<file path="src/design/ewmn_pkg.sv">
// ============================================================================
// ewmn_pkg
// shared types, codes and constants of the echo width to midi note core
// ============================================================================
package ewmn_pkg;

    // timer width of the capture unit
    localparam int CNT_BITS = 16;

    // event kinds carried in tuser
    localparam logic [1:0] MODE_OVF  = 2'd0;
    localparam logic [1:0] MODE_EDGE = 2'd1;
    localparam logic [1:0] MODE_POLL = 2'd2;

    // midi status bytes
    localparam logic [7:0] MSG_ON  = 8'h90;
    localparam logic [7:0] MSG_OFF = 8'h80;

    // register indexes
    localparam logic [2:0] CFG_BASELINE = 3'd0;
    localparam logic [2:0] CFG_MARGIN   = 3'd1;
    localparam logic [2:0] CFG_OFFSET   = 3'd2;
    localparam logic [2:0] CFG_SPAN     = 3'd3;
    localparam logic [2:0] CFG_VELOCITY = 3'd4;

    // register reset values
    localparam logic [15:0] RST_BASELINE = 16'd0;
    localparam logic [15:0] RST_MARGIN   = 16'd1000;
    localparam logic [15:0] RST_OFFSET   = 16'd30;
    localparam logic [15:0] RST_SPAN     = 16'd765;
    localparam logic [6:0]  RST_VELOCITY = 7'd100;

    // overflow counter ceiling
    localparam logic [15:0] WRAP_MAX = 16'hFFFF;

    // divide by 3 for values below 2^16: (x * 43691) >> 17
    localparam logic [16:0] DIV3_RECIP = 17'd43691;
    localparam int          DIV3_SHIFT = 17;

    // byte index of the last beat of a one- or two-message burst
    localparam logic [2:0] LAST_ONE = 3'd2;
    localparam logic [2:0] LAST_TWO = 3'd5;

    typedef struct packed {
        logic [15:0] baseline;
        logic [15:0] margin;
        logic [15:0] offset;
        logic [15:0] span;
        logic [6:0]  velocity;
    } t_cfg;

    // one poll's worth of midi bytes
    typedef struct packed {
        logic [7:0] status0;   // first message status
        logic [7:0] note0;     // first message note
        logic [7:0] note1;     // second (note-on) message note
        logic       two;       // second message present
        logic       held;      // pressed state after the poll
    } t_burst;

endpackage

</file>
<file path="src/design/ewmn_note_map.sv">
// ============================================================================
// ewmn_note_map
// maps the measured echo width to a note number
// ============================================================================
module ewmn_note_map (
    input  logic [31:0] i_width,
    input  logic [15:0] i_offset,
    input  logic [15:0] i_span,
    output logic [7:0]  o_note
);

    logic [31:0] adj;
    logic        in_range;
    logic [32:0] prod;
    logic [15:0] quot;

    assign adj      = i_width - {16'd0, i_offset};
    assign in_range = (i_width >= {16'd0, i_offset}) && (adj <= {16'd0, i_span});
    // adj fits 16 bits whenever it is in range
    assign prod     = {17'd0, adj[15:0]} * {16'd0, ewmn_pkg::DIV3_RECIP};
    assign quot     = prod[ewmn_pkg::DIV3_SHIFT +: 16];

    always_comb begin
        if (!in_range) begin
            o_note = 8'd0;
        end else if (quot > 16'd255) begin
            o_note = 8'd255;
        end else begin
            o_note = quot[7:0];
        end
    end

endmodule

</file>
<file path="src/design/ewmn_event.sv">
// ============================================================================
// ewmn_event
// input register, echo measurement state and poll decision
// ============================================================================
module ewmn_event (
    input  logic                  i_clk,
    input  logic                  i_rst_n,
    input  logic                  i_s_tvalid,
    output logic                  o_s_tready,
    input  logic [1:0]            i_mode,
    input  logic [15:0]           i_capture,
    input  logic [15:0]           i_touch,
    input  ewmn_pkg::t_cfg        i_cfg,
    input  logic                  i_tx_free,
    output logic                  o_load,
    output ewmn_pkg::t_burst      o_burst
);

    logic        r_in_valid;
    logic [1:0]  r_in_mode;
    logic [15:0] r_in_cap;
    logic [15:0] r_in_touch;

    logic        r_pressed;
    logic [7:0]  r_cur_note;
    logic [31:0] r_width;
    logic [15:0] r_start;
    logic [15:0] r_wrap;
    logic        r_await;

    logic        n_pressed;
    logic [7:0]  n_cur_note;
    logic [31:0] n_width;
    logic [15:0] n_start;
    logic [15:0] n_wrap;
    logic        n_await;

    logic        fire;
    logic        touched;
    logic [7:0]  new_note;
    logic [31:0] meas;

    assign fire       = r_in_valid && ((r_in_mode != ewmn_pkg::MODE_POLL) || i_tx_free);
    assign o_s_tready = !r_in_valid || fire;

    assign touched = {1'b0, r_in_touch} > ({1'b0, i_cfg.baseline} + {1'b0, i_cfg.margin});

    // cap + wrap * (2^CNT_BITS - 1) - start, modulo 2^32
    assign meas = {16'd0, r_in_cap} + (({16'd0, r_wrap} << ewmn_pkg::CNT_BITS)
                  - {16'd0, r_wrap}) - {16'd0, r_start};

    ewmn_note_map u_note_map (
        .i_width  (r_width),
        .i_offset (i_cfg.offset),
        .i_span   (i_cfg.span),
        .o_note   (new_note)
    );

    always_comb begin
        n_pressed  = r_pressed;
        n_cur_note = r_cur_note;
        n_width    = r_width;
        n_start    = r_start;
        n_wrap     = r_wrap;
        n_await    = r_await;
        o_load     = 1'b0;
        o_burst    = '0;
        if (fire) begin
            case (r_in_mode)
                ewmn_pkg::MODE_OVF: begin
                    if (r_wrap != ewmn_pkg::WRAP_MAX) begin
                        n_wrap = r_wrap + 16'd1;
                    end
                end
                ewmn_pkg::MODE_EDGE: begin
                    if (!r_pressed) begin
                        n_width = 32'd0;
                        n_start = 16'd0;
                        n_await = 1'b0;
                    end else if (!r_await) begin
                        n_start = r_in_cap;
                        n_wrap  = 16'd0;
                        n_await = 1'b1;
                    end else begin
                        n_width = meas;
                        n_start = 16'd0;
                        n_await = 1'b0;
                    end
                end
                ewmn_pkg::MODE_POLL: begin
                    if (touched) begin
                        o_load        = 1'b1;
                        n_pressed     = 1'b1;
                        n_cur_note    = new_note;
                        o_burst.held  = 1'b1;
                        if (!r_pressed) begin
                            o_burst.status0 = ewmn_pkg::MSG_ON;
                            o_burst.note0   = new_note;
                        end else begin
                            o_burst.status0 = ewmn_pkg::MSG_OFF;
                            o_burst.note0   = r_cur_note;
                            o_burst.note1   = new_note;
                            o_burst.two     = 1'b1;
                        end
                    end else if (r_pressed) begin
                        o_load          = 1'b1;
                        n_pressed       = 1'b0;
                        o_burst.status0 = ewmn_pkg::MSG_OFF;
                        o_burst.note0   = r_cur_note;
                    end
                end
                default: begin
                end
            endcase
        end
    end

    always_ff @(posedge i_clk) begin
        if (!i_rst_n) begin
            r_in_valid <= 1'b0;
            r_pressed  <= 1'b0;
            r_cur_note <= 8'd0;
            r_width    <= 32'd0;
            r_start    <= 16'd0;
            r_wrap     <= 16'd0;
            r_await    <= 1'b0;
        end else begin
            if (o_s_tready) begin
                r_in_valid <= i_s_tvalid;
            end
            r_pressed  <= n_pressed;
            r_cur_note <= n_cur_note;
            r_width    <= n_width;
            r_start    <= n_start;
            r_wrap     <= n_wrap;
            r_await    <= n_await;
        end
    end

    always_ff @(posedge i_clk) begin
        if (o_s_tready && i_s_tvalid) begin
            r_in_mode  <= i_mode;
            r_in_cap   <= i_capture;
            r_in_touch <= i_touch;
        end
    end

    a_load_needs_room: assert property (@(posedge i_clk) disable iff (!i_rst_n)
        o_load |-> i_tx_free)
        else $error("burst loaded while transmitter busy");

    a_held_tracks: assert property (@(posedge i_clk) disable iff (!i_rst_n)
        o_load |=> (r_pressed == $past(o_burst.held)))
        else $error("pressed state disagrees with burst held flag");

    a_wrap_sat: assert property (@(posedge i_clk) disable iff (!i_rst_n)
        (fire && r_in_mode == ewmn_pkg::MODE_OVF && r_wrap == ewmn_pkg::WRAP_MAX)
        |=> (r_wrap == ewmn_pkg::WRAP_MAX))
        else $error("overflow counter wrapped");

endmodule

</file>
<file path="src/design/ewmn_tx.sv">
// ============================================================================
// ewmn_tx
// holds one burst of midi messages and sends it one byte per beat
// ============================================================================
module ewmn_tx (
    input  logic                  i_clk,
    input  logic                  i_rst_n,
    input  logic                  i_load,
    input  ewmn_pkg::t_burst      i_burst,
    input  logic [6:0]            i_velocity,
    output logic                  o_free,
    output logic                  o_m_tvalid,
    input  logic                  i_m_tready,
    output logic [7:0]            o_byte,
    output logic                  o_last,
    output logic                  o_held
);

    logic                 r_busy;
    logic [2:0]           r_idx;
    ewmn_pkg::t_burst     r_burst;
    logic [6:0]           r_vel;

    logic                 last_beat;

    assign o_m_tvalid = r_busy;
    assign o_last     = r_idx == (r_burst.two ? ewmn_pkg::LAST_TWO : ewmn_pkg::LAST_ONE);
    assign o_held     = r_burst.held;
    assign last_beat  = r_busy && i_m_tready && o_last;
    assign o_free     = !r_busy || last_beat;

    always_comb begin
        case (r_idx)
            3'd0:    o_byte = r_burst.status0;
            3'd1:    o_byte = r_burst.note0;
            3'd2:    o_byte = {1'b0, r_vel};
            3'd3:    o_byte = ewmn_pkg::MSG_ON;
            3'd4:    o_byte = r_burst.note1;
            3'd5:    o_byte = {1'b0, r_vel};
            default: o_byte = 8'd0;
        endcase
    end

    always_ff @(posedge i_clk) begin
        if (!i_rst_n) begin
            r_busy <= 1'b0;
            r_idx  <= 3'd0;
        end else if (i_load) begin
            r_busy <= 1'b1;
            r_idx  <= 3'd0;
        end else if (r_busy && i_m_tready) begin
            if (o_last) begin
                r_busy <= 1'b0;
                r_idx  <= 3'd0;
            end else begin
                r_idx  <= r_idx + 3'd1;
            end
        end
    end

    always_ff @(posedge i_clk) begin
        if (i_load) begin
            r_burst <= i_burst;
            r_vel   <= i_velocity;
        end
    end

    a_idx_range: assert property (@(posedge i_clk) disable iff (!i_rst_n)
        r_busy |-> (r_idx <= (r_burst.two ? ewmn_pkg::LAST_TWO : ewmn_pkg::LAST_ONE)))
        else $error("byte index past end of burst");

    a_done_on_last: assert property (@(posedge i_clk) disable iff (!i_rst_n)
        $fell(r_busy) |-> $past(o_last && i_m_tready))
        else $error("burst ended before its last byte");

    a_no_load_busy: assert property (@(posedge i_clk) disable iff (!i_rst_n)
        i_load |-> o_free)
        else $error("burst overwritten while being sent");

endmodule

</file>
<file path="src/design/echo_width_to_midi_note_core.sv">
// ============================================================================
// echo_width_to_midi_note_core
// measures echo widths between capture edges while the touch pad is held and
// turns touch polls into midi note-on / note-off byte streams
// ============================================================================
//
//  channel   direction  handshake               payload
//  --------  ---------  ----------------------  ---------------------------------
//  s (in)    input      i_s_tvalid/o_s_tready   tdata capture, touch; tuser mode
//  m (out)   output     o_m_tvalid/i_m_tready   tdata midi byte, held; tlast final
//  cfg       input      i_cfg_valid/o_cfg_ready index 0..4, 16-bit data
//
//  an event is held in the input register, then updates the measurement state;
//  overflow and edge events retire at one per cycle; a poll that changes nothing
//  loads no burst; note-on or note-off gives three output beats, a held re-trigger
//  six; the byte serializer (one beat per cycle while i_m_tready is high) sets the
//  poll rate, and a poll waits only until the previous burst's last beat
//  overflow and edge events pass while a burst is still being sent
//  synchronous active-low reset; no clearing pass, the block is ready right away
//
module echo_width_to_midi_note_core (
    input  logic        i_clk,
    input  logic        i_rst_n,
    // input events
    input  logic        i_s_tvalid,
    output logic        o_s_tready,
    input  logic [31:0] i_s_tdata,   // [15:0] capture_count, [31:16] touch_count
    input  logic [1:0]  i_s_tuser,   // [1:0] mode
    // midi bytes
    output logic        o_m_tvalid,
    input  logic        i_m_tready,
    output logic [15:0] o_m_tdata,   // [7:0] midi_byte, [8] held, [15:9] zero
    output logic        o_m_tlast,   // final_byte
    // register writes
    input  logic        i_cfg_valid,
    output logic        o_cfg_ready,
    input  logic [2:0]  i_cfg_index,
    input  logic [15:0] i_cfg_data
);

    ewmn_pkg::t_cfg   r_cfg;
    ewmn_pkg::t_burst burst;
    logic             load;
    logic             tx_free;
    logic [7:0]       tx_byte;
    logic             tx_held;

    // register writes are always taken
    assign o_cfg_ready = 1'b1;

    always_ff @(posedge i_clk) begin
        if (!i_rst_n) begin
            r_cfg.baseline <= ewmn_pkg::RST_BASELINE;
            r_cfg.margin   <= ewmn_pkg::RST_MARGIN;
            r_cfg.offset   <= ewmn_pkg::RST_OFFSET;
            r_cfg.span     <= ewmn_pkg::RST_SPAN;
            r_cfg.velocity <= ewmn_pkg::RST_VELOCITY;
        end else if (i_cfg_valid && o_cfg_ready) begin
            case (i_cfg_index)
                ewmn_pkg::CFG_BASELINE: r_cfg.baseline <= i_cfg_data;
                ewmn_pkg::CFG_MARGIN:   r_cfg.margin   <= i_cfg_data;
                ewmn_pkg::CFG_OFFSET:   r_cfg.offset   <= i_cfg_data;
                ewmn_pkg::CFG_SPAN:     r_cfg.span     <= i_cfg_data;
                ewmn_pkg::CFG_VELOCITY: r_cfg.velocity <= i_cfg_data[6:0];
                default: begin
                    // unused index, write dropped
                end
            endcase
        end
    end

    // event register, echo width measurement and touch decision
    ewmn_event u_event (
        .i_clk      (i_clk),
        .i_rst_n    (i_rst_n),
        .i_s_tvalid (i_s_tvalid),
        .o_s_tready (o_s_tready),
        .i_mode     (i_s_tuser),
        .i_capture  (i_s_tdata[15:0]),
        .i_touch    (i_s_tdata[31:16]),
        .i_cfg      (r_cfg),
        .i_tx_free  (tx_free),
        .o_load     (load),
        .o_burst    (burst)
    );

    // midi byte serializer
    ewmn_tx u_tx (
        .i_clk      (i_clk),
        .i_rst_n    (i_rst_n),
        .i_load     (load),
        .i_burst    (burst),
        .i_velocity (r_cfg.velocity),
        .o_free     (tx_free),
        .o_m_tvalid (o_m_tvalid),
        .i_m_tready (i_m_tready),
        .o_byte     (tx_byte),
        .o_last     (o_m_tlast),
        .o_held     (tx_held)
    );

    assign o_m_tdata = {7'd0, tx_held, tx_byte};

endmodule
</file>
<file path="config.mk">
export PLATFORM = sky130hd
export DESIGN_NAME = echo_width_to_midi_note_core
export DESIGN_NICKNAME = d
export VERILOG_FILES = /design/src/design/ewmn_pkg.sv /design/src/design/ewmn_note_map.sv /design/src/design/ewmn_event.sv /design/src/design/ewmn_tx.sv /design/src/design/echo_width_to_midi_note_core.sv
export SDC_FILE = /design/constraint.sdc
export NUM_CORES = 1
export LEC_CHECK = 0
export ABC_CLOCK_PERIOD_IN_PS = 23100
export CAP_MARGIN = 40
export CORE_MARGIN = 2
export CORE_UTILIZATION = 50
export DETAILED_ROUTE_END_ITERATION = 12
export DONT_BUFFER_PORTS = 1
export PLACE_DENSITY = 0.75
export SETUP_SLACK_MARGIN = 0.1
export SYNTH_ARGS = -nofsm -noshare
export SYNTH_HDL_FRONTEND = slang
export SYNTH_SLANG_ARGS = --single-unit
</file>
<file path="constraint.sdc">
create_clock -name i_clk -period 23.1 [get_ports i_clk]
set_input_delay 1.155 -clock i_clk [delete_from_list [all_inputs] [get_ports i_clk]]
set_output_delay 1.155 -clock i_clk [all_outputs]
set_load 0.02 [all_outputs]
</file>
Yosys cells after proc, flatten, opt, wreduce, memory -nomap -nowiden --
Index checks and enable logic that the tools add are counted.
Cells by class: add/subtract/negate cells 7, $mul 1, order comparisons 4, equality and inequality tests 18, muxes and demuxes 28, bitwise logic cells 1, reduce and logical (&&, ||, !) cells 30
Operators by type and width (count):
- 16-bit two-way mux | 7
- 32-bit by 16-bit subtractor with 32-bit output | 3
- 32-bit two-way mux | 2
- 8-bit case mux with 5 select lines | 1
- 16-bit by 32-bit adder with 32-bit output | 1
- 32-bit by 16-bit greater-or-equal comparator with 1-bit output | 1
- 32-bit by 16-bit less-or-equal comparator with 1-bit output | 1
- 16-bit by 16-bit multiplier with 32-bit output, second input constant | 1
- 16-bit case mux with 2 select lines | 1
- 16-bit by 16-bit adder with 17-bit output | 1
- 16-bit by 17-bit > comparator with 1-bit output | 1
- 16-bit by 1-bit adder with 16-bit output, second input constant | 1
- 8-bit two-way mux | 2
- 16-bit inequality test, second input constant | 1
- 2-bit AND reduction | 8
- 15-bit by 8-bit > comparator with 1-bit output, second input constant | 1
- 13-bit two-way mux | 1
- 3-bit by 2-bit equality test with 1-bit output, second input constant | 4
- 1-bit two-way mux | 12
- 3-bit equality test, second input constant | 3
- 3-bit by 1-bit equality test with 1-bit output, second input constant | 2
- 3-bit zero test | 2
- 3-bit two-way mux | 2
- 2-bit inequality test, second input constant | 3
- 15 further kinds | 27
Word-level totals: register bits 217, input bits 58, output and inout bits 20

Logic depth before layout (Yosys ltp) --
Gate-level depths: netlist of run 1.
word-level depth 9, mapped depth 32, depth with buffers taken out 32

Cells and area by module --
Synthesis of run 1 repeated with hierarchy kept, for this count alone.
Unflattened totals: cells, all modules 1951, area, all modules 17907.2 um2
By module, submodules not included:
- ewmn_event | instances 1, cells an instance 755, area each 6811.5 um2
- ewmn_note_map | instances 1, cells an instance 824, area each 6729.0 um2
- echo_width_to_midi_note_core | instances 1, cells an instance 275, area each 2870.3 um2
- ewmn_tx | instances 1, cells an instance 97, area each 1496.4 um2

Least setup slack after synthesis of run 1 --
OpenSTA, ideal clock, no wires.
path kind flip-flop to flip-flop, start point register u_event.r_width[0], end point register u_tx.r_burst[12] in the netlist's numbering, data pin, library setup time 0.272 ns, data arrival time 7.307 ns, path slack 15.521 ns, cell stages (with the launch flop) 30, cells stage by stage dfxtp_1 > inv_1 > ha_1 > inv_1 > fa_1 > a211oi_1 > o21ai_1 > and3_1 > nor2_1 > xnor2_1 > ha_1 > ha_1 > fa_1 > inv_1 > fa_1 > inv_1 > fa_1 > inv_1 > fa_1 > inv_1 > ha_1 > nand2_1 > a211o_1 > or4_1 > a211oi_2 > o21a_1 > o311a_1 > a211oi_2 > nor4b_1 > o21ai_1
Between the ends: word-level cells in the longest chain between the ends 7
Ends and longest elaborated chain:
- start, declared | line ewmn_event.sv:26 | logic [31:0] r_width;
- start signal, assigned | line ewmn_event.sv:133 | r_width <= n_width;
- 32-bit by 16-bit subtractor with 32-bit output | line ewmn_note_map.sv:17 | assign adj = i_width - {16'd0, i_offset};
- 16-bit by 16-bit multiplier with 32-bit output | line ewmn_note_map.sv:20 | assign prod = {17'd0, adj[15:0]} * {16'd0, ewmn_pkg::DIV3_RECIP};
- 15-bit by 8-bit > comparator with 1-bit output | line ewmn_note_map.sv:26 | end else if (quot > 16'd255) begin
- 8-bit two-way mux | line ewmn_note_map.sv:26
- 8-bit two-way mux (*) | line ewmn_note_map.sv:24 | if (!in_range) begin
- 13-bit two-way mux (*) | line ewmn_event.sv:96 | if (!r_pressed) begin
- 16-bit two-way mux (*) | line ewmn_event.sv:91 | if (touched) begin
- end signal, assigned | line ewmn_tx.sv:63 | r_burst <= i_burst;
- end, declared | line ewmn_tx.sv:21 | ewmn_pkg::t_burst r_burst;
Mark *: on every way between the ends. The rest lies on a longest branch, timed or not. A chain may end at the register's enable or synchronous reset.

Final worst setup path of run 1 --
Same ends and word-level chain as after synthesis.

==> results of run 1 <==
## worst min path at each step
stage	to	slack, ns	cells past startpoint
after floorplan	u_tx.r_vel[0]	0.41	0
after global placement	u_event.r_cur_note[6]	0.44	2
after detailed placement	u_event.r_start[7]	0.44	2
after CTS	u_event.r_start[7]	0.45	2
after global routing	u_event.r_start[0]	0.47	2
final	u_event.r_start[0]	0.45	2
## area by class of cell
type	instances	area (µm²)	area share, %
multi-input combinational	1410	10800	59.7
clock inverter	7	85.1	0.470
clock buffer	34	689	3.81
timing repair buffer	14	133	0.732
tap	448	561	3.09
sequential	211	4830	26.7
inverter	268	1010	5.55
## where the power goes
part	leakage (µW)	switching [µW]	total (µW)	internal, µW
Clock	0.000385	148	377	229
Sequential	0.00179	4.94	393	388
Combinational	0.00572	415	716	301
## stage by stage
step | power (µW) | utilization, %
final | 1490 | 54.2
after global routing | 1620 | 54.2
after detailed placement | 1110 | 51.8
after floorplan | 961 | -
after CTS | 1490 | 54.2
after global placement | 1090 | 51.7
## logic make-up after synthesis
| logic type | Yosys count | synth area share, % |
|---|---|---|
| AO/OA/AOI/OAI | 405 | 15.0 |
| other | 2 | 0.0443 |
| flip-flops | 211 | 28.5 |
| adder cells (fa/ha/maj) | 309 | 27.0 |
| multiplexers | 3 | 0.177 |
| XOR/XNOR | 86 | 4.45 |
| AND/OR/NAND/NOR | 599 | 17.0 |
| buffers and inverters | 336 | 7.76 |
## worst max-delay path: cells and delay by family (launching register included)
kind / cells / cell delay [ns]
compound gates: 10 / 2.01
xor+xnor: 2 / 0.74
fa+ha+maj: 8 / 3.23
buf+inv: 5 / 0.35
flops: 1 / 0.31
simple gates: 4 / 1.57
## placed cells by master (no fill, tap or decap), types with 42 or more instances in the layout
cell / netlist / final
edfxtp_1: 61 / 61
xnor2_1: 63 / 63
nor2_1: 94 / 94
nor3_1: 42 / 42
o21ai_0: 60 / 60
a21oi_1: 150 / 150
inv_1: 267 / 266
nand2_1: 252 / 252
dfxtp_1: 150 / 150
ha_1: 214 / 214
fa_1: 95 / 95
nand3_1: 67 / 67
## metal layers
layer	GRT usage [%]	wire length, µm	vias up
met2	41.0	19800	395
li1	-	-	6626
met4	7.93	1440	0
met3	2.94	1950	93
met5	0	0	-
met1	29.3	17400	6382
## flip-flops by register name, indices dropped and copies added, names as in the netlist
signal and flops:
u_event.r_width 32, u_event.r_in_mode 2, u_event.r_in_valid 1, u_event.r_start 16
u_tx.o_held 1, u_event.r_wrap 16, u_event.r_await 1, u_tx.r_burst 19
u_tx.r_vel 7, u_event.r_in_touch 16, u_event.r_pressed 1, u_tx.o_m_tvalid 1
u_tx.r_idx 3, r_cfg 71, u_event.r_in_cap 16, u_event.r_cur_note 8
==> impl_results.md, run 1 <==
* Outcome: finished clean
* Synth unique cells at 84
* N_diodes at 0
* Synth top area share at 17.7%
* Static Leak at 0.00789 µW
* # Post-CTS Setup Buffers at 0
* Non-filler cells, final at 2392
* Maximum clock path buffer count at 3
* Number of flops mapped to enable cells by yosys at 61
* Final hold vios at 0
* Slew Limit Fails at 0
* H-tree Lvls at 1
* CP max FO at 8
* Rows at 67
* Synth-to-layout area growth at 6.97%
* Drt pass-1 iters at 5
* # setup viols final at 0
* Syn Std Cell Area at 16900 µm²
* Seq/Total Area, Yosys at 28.5%
* Post-CTS Resized at 0
* Port Buffers at 0
* R2R cell count at 29
* Post-synth top cells: 267 x inv_1, 252 x nand2_1, 214 x ha_1
* Peak Freq at 118 MHz
* Ys Warns at 0
* Gr usage total at 23.2%
* Root buf cell: clkbuf_16
* Worst hold margin at 0.450 ns
* Setup ws final at 14.61 ns
* Ys flop type: dfxtp_1
* R2r setup slk at 14.61 ns
* Worst Min Path Start: u_event.r_start[0]
* Chip width at 188 µm
* CTS sink count at 211
* Clock-pin slew on the worst setup and hold paths at 0.06 ns
* Setup TNS at 0 ns
* Global-route wire length before repair at 67400 µm
* Post-synth ARST share at 0%
* Via-to-Cell Ratio at 5.64
* CP endpoint: u_tx.r_burst[12]
* Largest stage delay, worst path at 0.67 ns
* Pin count of the biggest net entering global routing at 84
* Crit path DAT at 8.73 ns
* Fin crit share at 36.8%
* Seq cells post-synth at 211
* Setup WS pre-CTS at 14.69 ns
* Actual slew at the worst max-slew pin at 0.912 ns
* Die H at 188 µm
* Most frequent cell after synthesis: inv_1
* TritonCTS Buffers at 23
* Dpl hpwl at 32300 µm
* Peak supply drop at 0.000111 V
* Layout cells sized above 1 at 4.17%
* Max_slew headroom at 38.8%
* Grt total ovfl at 0
* Mapped Avg Cell Area at 8.68 µm²
* Cells after DPL at 2351
* Initial antenna violation count at 0
* Crit start category: flop
* Vias at 13.5k
* Slowest stage cell, crit path: or4_1
* Nature of the critical path endpoint: flop
* Initial Utilization at 50.6%
* Crit path launch: u_event.r_width[0]
* DRC at 0
* Post-synth top area cell: dfxtp_1
* Clock Skew at 0.0196 ns
* Post-Syn Instances at 1951
* Worst EP required at 23.34 ns
* Wirelength per Cell at 17.0 µm
* R2R Path Start: u_event.r_width[0]
* Layout fillers at 2955
* RSZ-0062 raised after global routing: false
* I/O Pins at 78
* Power Dens Cells at 82.0 nW/µm²
* ANT nets after route at 0
* RD Place Congestion at 0.946
* Core Area at 33400 µm²
* Critical path class: reg2reg
* Largest cells by area after synthesis: dfxtp_1 18%, ha_1 16%, fa_1 11%, edfxtp_1 11%, inv_1 5.9%
* Max Cap Viol at 0
* Placed cell areas at 17300 µm²
* R2R Path End: u_tx.r_burst[12]
* DRT iter0 DRCs at 906
* Die area at 35400 µm²
* Final min period at 8.49 ns
* # hold bufs at CTS at 0
* Final Net Count at 2295
* Final instance area at 18100 µm²
* Vias in the first global route at 13.5k
* Min-delay worst type: reg2reg
* Clock latency at the later pin of the worst-skew pair at 0.52 ns
* Final wirelength at 40600 µm
* CTS tree: built
Note: power is estimated with default switching activity, not from simulation.
==> inputs of run 2 (changes only) <==
--- a/config.mk
+++ b/config.mk
@@ -5,7 +5,7 @@
 export SDC_FILE = /design/constraint.sdc
 export NUM_CORES = 1
 export LEC_CHECK = 0
-export ABC_CLOCK_PERIOD_IN_PS = 23100
+export ABC_CLOCK_PERIOD_IN_PS = 7970
 export CAP_MARGIN = 40
 export CORE_MARGIN = 2
 export CORE_UTILIZATION = 50
==> constraint.sdc (replaced) <==
create_clock -name i_clk -period 7.97 [get_ports i_clk]
set_input_delay 0.3985 -clock i_clk [delete_from_list [all_inputs] [get_ports i_clk]]
set_output_delay 0.3985 -clock i_clk [all_outputs]
set_load 0.02 [all_outputs]
==> run 2 against run 1 <==
Sequential share of layout area is 1.3 points lower. Final cell count up 2.8%. Final area increased by 4.9%. Wire length rose by 3.5%. Non-clock buffer count up 67.
==> impl_results.md, run 2 (same netlist as run 1, synthesis figures left out) <==
* Outcome: finished clean (unchanged)
* Crit path launch: r_cfg[25] (was u_event.r_width[0])
* DRT iter0 DRCs at 802 (was 906)
* Final hold vios at 0 (unchanged)
* Regs by FF count: r_cfg (71), u_event.r_width (32), u_tx.r_burst (19) (unchanged)
* Vias in the first global route at 13.9k (was 13.5k)
* Setup WS pre-CTS at -0.128 ns (was 14.69 ns)
* Most Crowded Layer GR: met2 (unchanged)
* Critical Path Most Common Cell: inv_1
* Rows at 67 (unchanged)
* CP endpoint: u_tx.r_burst[15] (was u_tx.r_burst[12])
* Post-Route Utilization at 56.8% (was 54.2%)
* Root buf cell: clkbuf_16 (unchanged)
* Setup TNS at 0 ns (unchanged)
* DRC at 0 (unchanged)
* Initial antenna violation count at 0 (unchanged)
* Setup ws final at 0.357 ns (was 14.61 ns)
* Final instance area at 19000 µm² (was 18100 µm²)
* R2R cell count at 32 (was 29)
* Maximum clock path buffer count at 3 (unchanged)
* Commonest non-fill, non-tap cell in the layout: inv_1 (unchanged)
* Wirelength per Cell at 17.1 µm (was 17.0 µm)
* N_diodes at 0 (unchanged)
* Largest stage delay, worst path at 0.53 ns (was 0.67 ns)
* I/O Pins at 78 (unchanged)
* Max_slew headroom at 41.3% (was 38.8%)
* CTS tree: built (unchanged)
* # setup viols final at 0 (unchanged)
* Clock-pin slew on the worst setup and hold paths at 0.07 ns (was 0.06 ns)
* Nature of the critical path endpoint: flop (unchanged)
* Met2 usage at 41.8% (was 41.0%)
* Fin crit share at 95.5% (was 36.8%)
* RD Place Congestion at 0.893 (was 0.946)
* Top reg by flops: r_cfg (unchanged)
* Power Dens Cells at 241 nW/µm² (was 82.0 nW/µm²)
* Initial Utilization at 50.6% (unchanged)
* CP max FO at 8 (unchanged)
* Final wirelength at 42100 µm (was 40600 µm)
* Largest register FFs at 71 (unchanged)
* ANT nets after route at 0 (unchanged)
* Via-to-Cell Ratio at 5.64 (about the same)
* GR Util met3 at 3.39% (was 2.94%)
* Min-delay worst type: in2reg (was reg2reg)
* Critical path class: reg2reg (unchanged)
* Die H at 188 µm (unchanged)
* Actual slew at the worst max-slew pin at 0.881 ns (was 0.912 ns)
* RSZ-0062 raised after global routing: false (unchanged)
* Peak Freq at 131 MHz (was 118 MHz)
* R2R Path Start: r_cfg[25] (was u_event.r_width[0])
* TritonCTS Buffers at 23 (unchanged)
* Final min period at 7.61 ns (was 8.49 ns)
* Placed cell areas at 17500 µm² (was 17300 µm²)
* Port Buffers at 0 (unchanged)
* Core Area at 33400 µm² (unchanged)
* Min-Delay Path Depth at 2 (unchanged)
* CTS sink count at 211 (unchanged)
* H-tree Lvls at 1 (unchanged)
* Drt pass-1 iters at 5 (unchanged)
* Crit start category: flop (unchanged)
* Synth-to-layout area growth at 12.3% (was 6.97%)
* Pin count of the biggest net entering global routing at 85 (was 84)
* Slew Limit Fails at 0 (unchanged)
* Die area at 35400 µm² (unchanged)
* Layout fillers at 2894 (was 2955)
* Chip width at 188 µm (unchanged)
* Met1 usage at 29.8% (was 29.3%)
* R2r setup slk at 0.36 ns (was 14.61 ns)
* Max Cap Viol at 0 (unchanged)
* Grt total ovfl at 0 (unchanged)
* Static Leak at 0.00827 µW (was 0.00789 µW)
* Gr usage total at 24.0% (was 23.2%)
* Slowest stage cell, crit path: fa_1 (was or4_1)
* Clock Skew at 0.0186 ns (was 0.0196 ns)
* Final Net Count at 2362 (was 2295)
* Peak supply drop at 0.000317 V (was 0.000111 V)
* Layout cells sized above 1 at 6.96% (was 4.17%)
* Global-route wire length before repair at 69400 µm (was 67400 µm)
* Most frequent cells in the layout: 266 x inv_1, 252 x nand2_1, 213 x ha_1, 150 x dfxtp_1, 147 x a21oi_1 (was 266 x inv_1, 252 x nand2_1, 214 x ha_1, 150 x a21oi_1, 150 x dfxtp_1)
* Vias at 13.9k (was 13.5k)
* R2R Path End: u_tx.r_burst[15] (was u_tx.r_burst[12])
* Worst EP required at 8.21 ns (was 23.34 ns)
* Clock latency at the later pin of the worst-skew pair at 0.51 ns (was 0.52 ns)
* Crit path DAT at 7.86 ns (was 8.73 ns)
* Dpl hpwl at 32700 µm (was 32300 µm)
-- run 2: worst min-delay path by stage --
stage	startpoint	slack (ns)	to
detailed placement	u_event.r_cur_note[7]	0.44	u_event.r_cur_note[7]
CTS	i_cfg_data[6]	0.001	r_cfg[45]
floorplan	r_cfg[0]	0.41	u_tx.r_vel[0]
global route	i_cfg_data[5]	0.02	r_cfg[28]
finish	i_cfg_data[6]	0.01	r_cfg[45]
global placement	u_event.r_cur_note[4]	0.44	u_event.r_cur_note[4]
-- run 2: repair_timing --
| action | 4_1_cts | 5_1_grt |
|---|---|---|
| hold buffers | 38 | 0 |
| setup buffers | 0 | 9 |
| setup endpoints to repair | 24 | 24 |
| hold endpoints to repair | 57 | 0 |
| resized for setup | 10 | 29 |
| pin swaps | 3 | 14 |
-- run 2: power breakdown --
group	internal (µW)	leakage, µW	total, µW	switching [µW]
logic	979	0.00608	2280	1300
clock network	730	0.000405	1160	435
registers	1130	0.00179	1140	14.5
total	2830	0.00827	4580	1750
-- run 2: cell type report --
type	instances	area, µm²	share of cell area (%)
Multi-Input combinational cell	1410	11000	58.0
Sequential cell	211	4830	25.4
Inverter	268	1010	5.29
Timing Repair Buffer	81	763	4.01
Clock buffer	32	649	3.42
Tap cell	448	561	2.95
Clock inverter	9	174	0.915
-- run 2: worst max-delay path, delay by kind of cell, from the launching register on --
| family | cells | cell delay, ns |
|---|---|---|
| buffers and inverters | 8 | 0.72 |
| AOI/OAI and AO/OA | 10 | 1.98 |
| DFF | 1 | 0.32 |
| xor gates and xnor gates | 1 | 0.22 |
| and+or+nand+nor | 5 | 0.88 |
| adders and majority gates | 8 | 3.24 |
-- run 2: per-stage QoR --
stage                     std cells  total power, µW  hold WS [ns]
after floorplan                1957             2790         0.408
after global placement         2367             3200         0.435
after detailed placement       2370             3240         0.444
after CTS                      2449             4490       0.00107
after global routing           2459             4960        0.0164
final                          2459             4580        0.0113
-- run 2: routing by layer --
| layer | up-vias | wire, µm |
|---|---|---|
| met5 | - | 0 |
| met4 | 0 | 1960 |
| met3 | 125 | 2330 |
| met2 | 421 | 20300 |
| met1 | 6581 | 17500 |
| li1 | 6735 | - |
